<file path="config.mk">
export PLATFORM = sky130hd
export DESIGN_NAME = shell_line_tokenizer_unit
export DESIGN_NICKNAME = d
export VERILOG_FILES = /design/src/rtl/slt_pkg.sv /design/src/rtl/slt_front.sv /design/src/rtl/slt_queue.sv /design/src/rtl/slt_back.sv /design/src/rtl/shell_line_tokenizer_unit.sv
export SDC_FILE = /design/constraint.sdc
export NUM_CORES = 1
export LEC_CHECK = 0
export ABC_AREA = 1
export ABC_CLOCK_PERIOD_IN_PS = 2800
export CAP_MARGIN = 10
export CORE_MARGIN = 2
export CORE_UTILIZATION = 59
export CTS_BUF_LIST = sky130_fd_sc_hd__clkbuf_4 sky130_fd_sc_hd__clkbuf_8
export DETAILED_ROUTE_END_ITERATION = 10
export DONT_BUFFER_PORTS = 1
export MAX_ROUTING_LAYER = met4
export PLACE_DENSITY = 0.84
export SKIP_CTS_REPAIR_TIMING = 1
export SLEW_MARGIN = 20
export SYNTH_ARGS = -nofsm -noshare
export SYNTH_HDL_FRONTEND = slang
export SYNTH_SLANG_ARGS = --single-unit
</file>
<file path="constraint.sdc">
create_clock -name clk -period 2.8 [get_ports clk]
set_input_delay 0.28 -clock clk [delete_from_list [all_inputs] [get_ports clk]]
set_output_delay 0.28 -clock clk [all_outputs]
set_load 0.02 [all_outputs]
</file>
<file path="src/rtl/slt_pkg.sv">
package slt_pkg;

	localparam logic [2:0] MODE_NORMAL  = 3'd0;
	localparam logic [2:0] MODE_DQ      = 3'd1;
	localparam logic [2:0] MODE_SQ      = 3'd2;
	localparam logic [2:0] MODE_AFTERQ  = 3'd3;
	localparam logic [2:0] MODE_HELD_LT = 3'd4;
	localparam logic [2:0] MODE_HELD_GT = 3'd5;

	localparam logic [1:0] KIND_BYTE    = 2'd0;
	localparam logic [1:0] KIND_END     = 2'd1;
	localparam logic [1:0] KIND_LINE_OK = 2'd2;
	localparam logic [1:0] KIND_UNTERM  = 2'd3;

	localparam logic [7:0] CH_NUL    = 8'h00;
	localparam logic [7:0] CH_SPACE  = 8'h20;
	localparam logic [7:0] CH_PIPE   = 8'h7C;
	localparam logic [7:0] CH_LT     = 8'h3C;
	localparam logic [7:0] CH_GT     = 8'h3E;
	localparam logic [7:0] CH_DQUOTE = 8'h22;
	localparam logic [7:0] CH_SQUOTE = 8'h27;

	localparam logic [1:0] MAX_RES = 2'd3;

	typedef struct packed {
		logic [1:0] kind;
		logic [7:0] value;
	} res_t;

	typedef struct packed {
		logic [1:0]      cnt;
		res_t [2:0]      res;
	} plan_t;

	typedef struct packed {
		logic [2:0] mode;
		logic       topen;
	} scan_state_t;

	typedef struct packed {
		scan_state_t st;
		plan_t       plan;
	} step_t;

	function automatic step_t push_res(step_t s, logic [1:0] k, logic [7:0] v);
		if (s.plan.cnt != MAX_RES) begin
			s.plan.res[s.plan.cnt].kind  = k;
			s.plan.res[s.plan.cnt].value = v;
			s.plan.cnt = s.plan.cnt + 2'd1;
		end
		return s;
	endfunction

	function automatic step_t emit_byte(step_t s, logic [7:0] c);
		s = push_res(s, KIND_BYTE, c);
		s.st.topen = 1'b1;
		return s;
	endfunction

	function automatic step_t close_token(step_t s);
		if (s.st.topen) begin
			s = push_res(s, KIND_END, CH_NUL);
			s.st.topen = 1'b0;
		end
		return s;
	endfunction

	function automatic step_t end_line(step_t s, logic [1:0] status);
		s = push_res(s, status, CH_NUL);
		s.st.mode  = MODE_NORMAL;
		s.st.topen = 1'b0;
		return s;
	endfunction

	function automatic step_t scan_normal(step_t s, logic [7:0] c);
		s.st.mode = MODE_NORMAL;
		if (c == CH_NUL) begin
			s = close_token(s);
			s = end_line(s, KIND_LINE_OK);
		end else if (c == CH_SPACE) begin
			s = close_token(s);
		end else if (c == CH_PIPE) begin
			s = close_token(s);
			s = emit_byte(s, c);
			s = close_token(s);
		end else if (c == CH_LT || c == CH_GT) begin
			s = close_token(s);
			s = emit_byte(s, c);
			s.st.mode = (c == CH_LT) ? MODE_HELD_LT : MODE_HELD_GT;
		end else if (c == CH_DQUOTE) begin
			s = emit_byte(s, c);
			s.st.mode = MODE_DQ;
		end else if (c == CH_SQUOTE) begin
			s = emit_byte(s, c);
			s.st.mode = MODE_SQ;
		end else begin
			s = emit_byte(s, c);
		end
		return s;
	endfunction

	function automatic step_t tok_step(scan_state_t st, logic [7:0] c);
		step_t      s;
		logic [7:0] closer;
		logic [7:0] held;
		s      = '0;
		s.st   = st;
		closer = (st.mode == MODE_DQ) ? CH_DQUOTE : CH_SQUOTE;
		held   = (st.mode == MODE_HELD_LT) ? CH_LT : CH_GT;
		unique case (st.mode) inside
			MODE_DQ, MODE_SQ: begin
				if (c == CH_NUL) begin
					s = end_line(s, KIND_UNTERM);
				end else begin
					s = emit_byte(s, c);
					if (c == closer) s.st.mode = MODE_AFTERQ;
				end
			end
			MODE_AFTERQ: begin
				if (c == CH_NUL || c == CH_SPACE || c == CH_GT) begin
					s = close_token(s);
					s = scan_normal(s, c);
				end else if (c == CH_DQUOTE) begin
					s = emit_byte(s, c);
					s.st.mode = MODE_DQ;
				end else if (c == CH_SQUOTE) begin
					s = emit_byte(s, c);
					s.st.mode = MODE_SQ;
				end else begin
					s = emit_byte(s, c);
				end
			end
			MODE_HELD_LT, MODE_HELD_GT: begin
				if (c == held) begin
					s = emit_byte(s, c);
					s = close_token(s);
					s.st.mode = MODE_NORMAL;
				end else begin
					s = close_token(s);
					s = scan_normal(s, c);
				end
			end
			default: begin
				s = scan_normal(s, c);
			end
		endcase
		return s;
	endfunction

endpackage

</file>
<file path="src/rtl/slt_front.sv">
module slt_front import slt_pkg::*; (
	input  logic        clk,
	input  logic        arst_n,
	input  logic [7:0]  ch,
	input  logic        in_valid,
	output logic        in_ready,
	input  logic        q_full,
	output logic        q_push,
	output plan_t       q_data,
	output scan_state_t state
);

	scan_state_t state_q;
	step_t       step;
	logic        accept;

	assign step     = tok_step(state_q, ch);
	assign in_ready = !q_full;
	assign accept   = in_valid && in_ready;
	assign q_push   = accept && (step.plan.cnt != 2'd0);
	assign q_data   = step.plan;
	assign state    = state_q;

	always_ff @(posedge clk or negedge arst_n) begin
		if (!arst_n) begin
			state_q <= '{mode: MODE_NORMAL, topen: 1'b0};
		end else if (accept) begin
			state_q <= step.st;
		end
	end

endmodule

</file>
<file path="src/rtl/slt_queue.sv">
module slt_queue import slt_pkg::*; #(
	parameter int DEPTH = 4
) (
	input  logic  clk,
	input  logic  arst_n,
	input  logic  push,
	input  plan_t wdata,
	output logic  full,
	input  logic  pop,
	output logic  empty,
	output plan_t rdata
);

	localparam int PW = $clog2(DEPTH);
	localparam int CW = $clog2(DEPTH + 1);
	localparam logic [PW-1:0] LAST_PTR = PW'(DEPTH - 1);
	localparam logic [CW-1:0] FULL_CNT = CW'(DEPTH);

	plan_t         mem_q [DEPTH];
	logic [PW-1:0] wr_ptr_q;
	logic [PW-1:0] rd_ptr_q;
	logic [CW-1:0] count_q;
	logic          do_push;
	logic          do_pop;

	assign full    = (count_q == FULL_CNT);
	assign empty   = (count_q == '0);
	assign do_push = push && !full;
	assign do_pop  = pop && !empty;
	assign rdata   = mem_q[rd_ptr_q];

	always_ff @(posedge clk) begin
		if (do_push) mem_q[wr_ptr_q] <= wdata;
	end

	always_ff @(posedge clk or negedge arst_n) begin
		if (!arst_n) begin
			wr_ptr_q <= '0;
			rd_ptr_q <= '0;
			count_q  <= '0;
		end else begin
			if (do_push) wr_ptr_q <= (wr_ptr_q == LAST_PTR) ? '0 : wr_ptr_q + 1'b1;
			if (do_pop)  rd_ptr_q <= (rd_ptr_q == LAST_PTR) ? '0 : rd_ptr_q + 1'b1;
			if (do_push && !do_pop)      count_q <= count_q + 1'b1;
			else if (do_pop && !do_push) count_q <= count_q - 1'b1;
		end
	end

endmodule

</file>
<file path="src/rtl/slt_back.sv">
module slt_back import slt_pkg::*; (
	input  logic       clk,
	input  logic       arst_n,
	input  logic       q_empty,
	input  plan_t      q_data,
	output logic       q_pop,
	output logic [1:0] kind,
	output logic [7:0] value,
	output logic       last,
	output logic       out_valid,
	input  logic       out_ready
);

	logic [1:0] idx_q;
	logic       load;
	logic       is_last;
	res_t       cur;

	assign load    = !out_valid || out_ready;
	assign cur     = q_data.res[idx_q];
	assign is_last = (idx_q == (q_data.cnt - 2'd1));
	assign q_pop   = load && !q_empty && is_last;

	always_ff @(posedge clk or negedge arst_n) begin
		if (!arst_n) begin
			out_valid <= 1'b0;
			idx_q     <= '0;
		end else if (load) begin
			out_valid <= !q_empty;
			if (!q_empty) idx_q <= is_last ? 2'd0 : idx_q + 2'd1;
		end
	end

	always_ff @(posedge clk) begin
		if (load && !q_empty) begin
			kind  <= cur.kind;
			value <= cur.value;
			last  <= is_last;
		end
	end

endmodule

</file>
<file path="src/rtl/shell_line_tokenizer_unit.sv">
// Shell line tokenizer.
// Input channel (ch, in_valid, in_ready): one command-line byte per transaction;
// a zero byte ends the line. Output channel (kind, value, last, out_valid,
// out_ready): token bytes, token-end markers and one line status per line.
// Each input byte yields zero to three output transactions; last marks the
// final one belonging to that byte. A space with no open token yields none.
// A byte is classified in the cycle it is accepted and its results are queued;
// results then pass through the queue and the output register and leave at
// one per cycle while out_ready is high. Sustained rate is one input per cycle
// while each byte yields at most one result and out_ready stays high; when the
// output port is the limit, input slows to match it.
// The queue holds QUEUE_DEPTH classified bytes; in_ready drops only when it is
// full, so input keeps flowing while the receiver stalls for a short time.
// When out_ready is low, the output register holds its transaction.
// Reset clears the scan state to normal scanning with no open token and
// empties the queue and output register.
module shell_line_tokenizer_unit import slt_pkg::*; #(
	parameter int QUEUE_DEPTH = 4
) (
	input  logic       clk,
	input  logic       arst_n,
	input  logic [7:0] ch,
	input  logic       in_valid,
	output logic       in_ready,
	output logic [1:0] kind,
	output logic [7:0] value,
	output logic       last,
	output logic       out_valid,
	input  logic       out_ready
);

	logic        q_push;
	logic        q_pop;
	logic        q_full;
	logic        q_empty;
	plan_t       q_wdata;
	plan_t       q_rdata;
	scan_state_t scan_state;

	slt_front u_front (
		.clk      (clk),
		.arst_n   (arst_n),
		.ch       (ch),
		.in_valid (in_valid),
		.in_ready (in_ready),
		.q_full   (q_full),
		.q_push   (q_push),
		.q_data   (q_wdata),
		.state    (scan_state)
	);

	slt_queue #(.DEPTH(QUEUE_DEPTH)) u_queue (
		.clk    (clk),
		.arst_n (arst_n),
		.push   (q_push),
		.wdata  (q_wdata),
		.full   (q_full),
		.pop    (q_pop),
		.empty  (q_empty),
		.rdata  (q_rdata)
	);

	slt_back u_back (
		.clk       (clk),
		.arst_n    (arst_n),
		.q_empty   (q_empty),
		.q_data    (q_rdata),
		.q_pop     (q_pop),
		.kind      (kind),
		.value     (value),
		.last      (last),
		.out_valid (out_valid),
		.out_ready (out_ready)
	);

	a_line_end_resets: assert property (@(posedge clk) disable iff (!arst_n)
		in_valid && in_ready && (ch == CH_NUL) |=>
		(scan_state.mode == MODE_NORMAL) && !scan_state.topen)
		else $error("scan state not cleared after line end");

	a_status_is_last: assert property (@(posedge clk) disable iff (!arst_n)
		out_valid && ((kind == KIND_LINE_OK) || (kind == KIND_UNTERM)) |-> last)
		else $error("line status not marked last");

	a_value_zero: assert property (@(posedge clk) disable iff (!arst_n)
		out_valid && (kind != KIND_BYTE) |-> (value == 8'd0))
		else $error("marker carries nonzero value");

	a_no_overflow: assert property (@(posedge clk) disable iff (!arst_n)
		q_push |-> !q_full)
		else $error("queue push while full");

endmodule

</file>
==> impl_metrics.toml <==
[outcome]
status = "finished clean"

[critical_path]
cells_along_the_critical_path = "nor2_4 > nor2_2 > nand2_2 > nand2_4 > inv_2 > nand4_1 > nand2_1 > nand2_2 > nand2_4 > inv_1 > ha_1 > inv_1 > fa_1 > a21oi_1 > o21ai_1 > xor2_1"
regToRegEndpoint = "u_queue.count_q[2]"
cp.depth = 16
critical_path.top_delay_family = "simple AND/OR/NAND/NOR gates"
critical_path_class = "flop to flop"
start_kind = "flop"
critical_path.slowest_cell = "sky130_fd_sc_hd__dfrtp_1"
critical-path-max-stage-delay_ns = 0.48
startpoint_of_the_most_critical_setup_path = "u_front.state[1]"
crit_path_capture = "u_queue.count_q[2]"
cp_num_buf_inv = 3
crit_path_end_kind = "flop"
critical_path_at_ns = 2.90
worst-path-max-fanout = 8
rrSetupSlack_ns = 0.19
reg2reg_depth = 16
cp_data_required_time_ns = 3.09
crit-reg2reg-launch = "u_front.state[1]"

[route]
detail_route.first_pass.iterations = 5
ant_nets = 0
wl_per_cell_um = 16.6
drt_iter0_markers = 304
num_vias = 3929
drc_errors = 0
wirelength_um = 11400
drt-vias-per-instance = 5.74

[layout]
final_layout_size_suffix_gt1_share_pct = 14.6
layout.cells.most_common_list = "103 x sky130_fd_sc_hd__edfxtp_1, 98 x sky130_fd_sc_hd__nor2_1, 76 x sky130_fd_sc_hd__nand2_1"
areaGrowthSynthToFinish_pct = 13.4
fillCellCount = 609
layout.cells.most_common = "sky130_fd_sc_hd__edfxtp_1"
post_layout_nonfiller_instances = 684
final_core_util_pct = 69.9
finish.net_count = 585
n_antenna_cell = 0

[sta]
clock-skew-final_ns = 0.0140
postLayoutSetupSlackWorst_ns = 0.192
worst-slew-pin-transition_ns = 0.659
setup_repair_after_global_routing_missed_its_margin = "true"
totalNegativeSetupSlack_ns = 0
final_min_period_over_clock_period_pct = 93.1
finalSetupViolations = 0
fmax_ghz = 0.383
hold_viol = 0
relative_max_transition_margin_pct = 55.9
final-max-slew-violation-count = 0
finalWorstPathRequiredPeriod_ns = 2.61

[synth]
synth.yosys.warnings = 0
yosysSeqAreaShare_pct = 63.5
syn-cell-area_um2 = 5430
netlist-cell-type-count = 31
synthFlopType = "sky130_fd_sc_hd__edfxtp_1"
share_of_synthesized_flip_flops_with_an_asynchronous_set_or_reset_pct = 12.0
synth_cells = 537
syn_nets = 559
ys_seq_elements = 117
postSynthAreaPerCell_um2 = 10.1
synth-edff-count = 103

[floorplanning]
initial_utilization_pct = 61.6
core.rowCount = 34
die_y_um = 99.9
core-area_um2 = 8810
die-area_um2 = 9980
chip_width_um = 99.9
pin_count = 25

[clock_tree]
cts_inserted_buffers = 17
cts.root.buffer_cell = "sky130_fd_sc_hd__clkbuf_8"
clkTransAtPathRegs_ns = 0.07
h-tree-depth = 4
clock_latency_late_sink_ns = 0.42
clock_sink_count = 117
cts.path.max_buffers = 2
clock_tree_from_tritoncts = "built"

[grt]
maximum_number_of_pins_on_one_net_before_global_route_repair = 42
gr-usage-all-layers_pct = 25.2
grt_remaining_overflow = 0
first_global_vias = 3871
first_pass_grt_wire_length_um = 18500
number_of_antenna_violations_at_the_first_check_in_global_routing = 0

[place]
number_of_placed_instances_taps_included = 648
finalWeightedCongestion = 0.928
number_of_buffers_inserted_by_port_buffering = 0
dpl_worst_slack_ns = 0.0528
place.detailed.hpwl_um = 7760

[pwr]
vdd.ir_drop.worst_mv = 0.586
totalPowerFinal_mw = 7.32
power.density_cell_area_nw_per_um2 = 1190
leakage_nw = 2.46

[min_path]
min_delay_path_depth = 2
worstHoldPathType = "input pin to flop"

[run]
drv_cap = 0
worst min-delay path by stage:
stage	to	slack [ns]	from
final	u_queue.mem_q[2][13]	0.14	ch[3]
after global routing	u_queue.mem_q[3][13]	0.13	ch[3]
after floorplan	u_back.idx_q[0]	-0.02	arst_n
after CTS	u_back.idx_q[0]	-0.47	arst_n
after global placement	u_back.idx_q[1]	-0.02	arst_n
after detailed placement	u_back.idx_q[1]	-0.02	arst_n
cell families (layout without fill, tap and decap cells):
family,Yosys count,count (layout),share of synthesized area [%]
xor+xnor,4,4,0.646
compound gates,107,107,10.8
buf+inv,74,113,5.19
simple gates,225,225,17.5
flops,117,117,63.5
fa+ha+maj,10,10,2.44
registers in the layout, summed over array words and instances, names as in the netlist:
signal,flops
u_queue.rd_ptr_q,2
u_back.kind,2
u_queue.count_q,3
u_back.last,1
u_back.idx_q,2
u_front.state,4
u_back.out_valid,1
u_queue.wr_ptr_q,2
u_queue.mem_q,92
u_back.value,8
stage by stage:
stage	cell area, um^2	hold WS, ns
4_1_cts	6090	-0.472
3_3_place_gp	5710	-0.0152
5_1_grt	6150	0.135
6_report	6150	0.139
2_1_floorplan	5430	-0.0156
3_5_place_dp	5710	-0.0152
layout make-up:
type	count	area, um^2	share of cell area (%)
inverters	56	210	3.42
clock buffers	17	234	3.80
clock inverters	15	148	2.40
multi-input cells	346	1740	28.2
flip-flops and latches	117	3440	56.0
well taps	108	135	2.20
repair buffers	25	246	4.00
report_power, final:
group          leakage, nW  total (mW)  switching, mW  internal [mW]
logic                 1.15        2.84           1.92          0.915
clock network        0.185        1.44          0.720          0.721
registers             1.12        3.04          0.315           2.73
worst register-to-register path, stage by stage (launching register included):
cell and delay (ns):
sky130_fd_sc_hd__dfrtp_1 0.48, sky130_fd_sc_hd__nor2_4 0.06, sky130_fd_sc_hd__nor2_2 0.18, sky130_fd_sc_hd__nand2_2 0.10, sky130_fd_sc_hd__nand2_4 0.14, sky130_fd_sc_hd__inv_2 0.07
sky130_fd_sc_hd__nand4_1 0.10, sky130_fd_sc_hd__nand2_1 0.10, sky130_fd_sc_hd__nand2_2 0.11, sky130_fd_sc_hd__nand2_4 0.09, sky130_fd_sc_hd__inv_1 0.07, sky130_fd_sc_hd__ha_1 0.13
sky130_fd_sc_hd__inv_1 0.07, sky130_fd_sc_hd__fa_1 0.44, sky130_fd_sc_hd__a21oi_1 0.13, sky130_fd_sc_hd__o21ai_1 0.09, sky130_fd_sc_hd__xor2_1 0.14
synth_stat cells, types with 2 or more instances:
| library cell | n | area (um^2) |
|---|---|---|
| sky130_fd_sc_hd__nor3_1 | 4 | 20.0 |
| sky130_fd_sc_hd__o22ai_1 | 12 | 75.1 |
| sky130_fd_sc_hd__nor2_4 | 2 | 22.5 |
| sky130_fd_sc_hd__nand3_2 | 3 | 30.0 |
| sky130_fd_sc_hd__xor2_1 | 3 | 26.3 |
| sky130_fd_sc_hd__edfxtp_1 | 103 | 3090 |
| sky130_fd_sc_hd__nand4_1 | 2 | 12.5 |
| sky130_fd_sc_hd__a22oi_1 | 2 | 15.0 |
| sky130_fd_sc_hd__nand3_1 | 24 | 120 |
| sky130_fd_sc_hd__clkbuf_1 | 13 | 48.8 |
| sky130_fd_sc_hd__nand2_2 | 6 | 37.5 |
| sky130_fd_sc_hd__buf_1 | 2 | 7.51 |
| sky130_fd_sc_hd__inv_2 | 5 | 18.8 |
| sky130_fd_sc_hd__nand2_1 | 77 | 289 |
| sky130_fd_sc_hd__dfrtp_1 | 14 | 350 |
| sky130_fd_sc_hd__nor2_1 | 104 | 390 |
| sky130_fd_sc_hd__a21oi_1 | 12 | 60.1 |
| sky130_fd_sc_hd__inv_1 | 51 | 191 |
| sky130_fd_sc_hd__buf_2 | 3 | 15.0 |
| sky130_fd_sc_hd__a31oi_1 | 11 | 68.8 |
| sky130_fd_sc_hd__ha_1 | 9 | 113 |
| sky130_fd_sc_hd__o21ai_0 | 66 | 330 |
per-layer routing:
metal | wire length [um] | vias up | GRT usage, %
met5 | 0 | - | -
met2 | 5530 | 155 | 39.1
li1 | - | 1897 | -
met4 | 209 | 0 | 11.1
met3 | 768 | 18 | 5.57
met1 | 4850 | 1859 | 32.2
No activity file was read; power rests on OpenSTA's default activity.
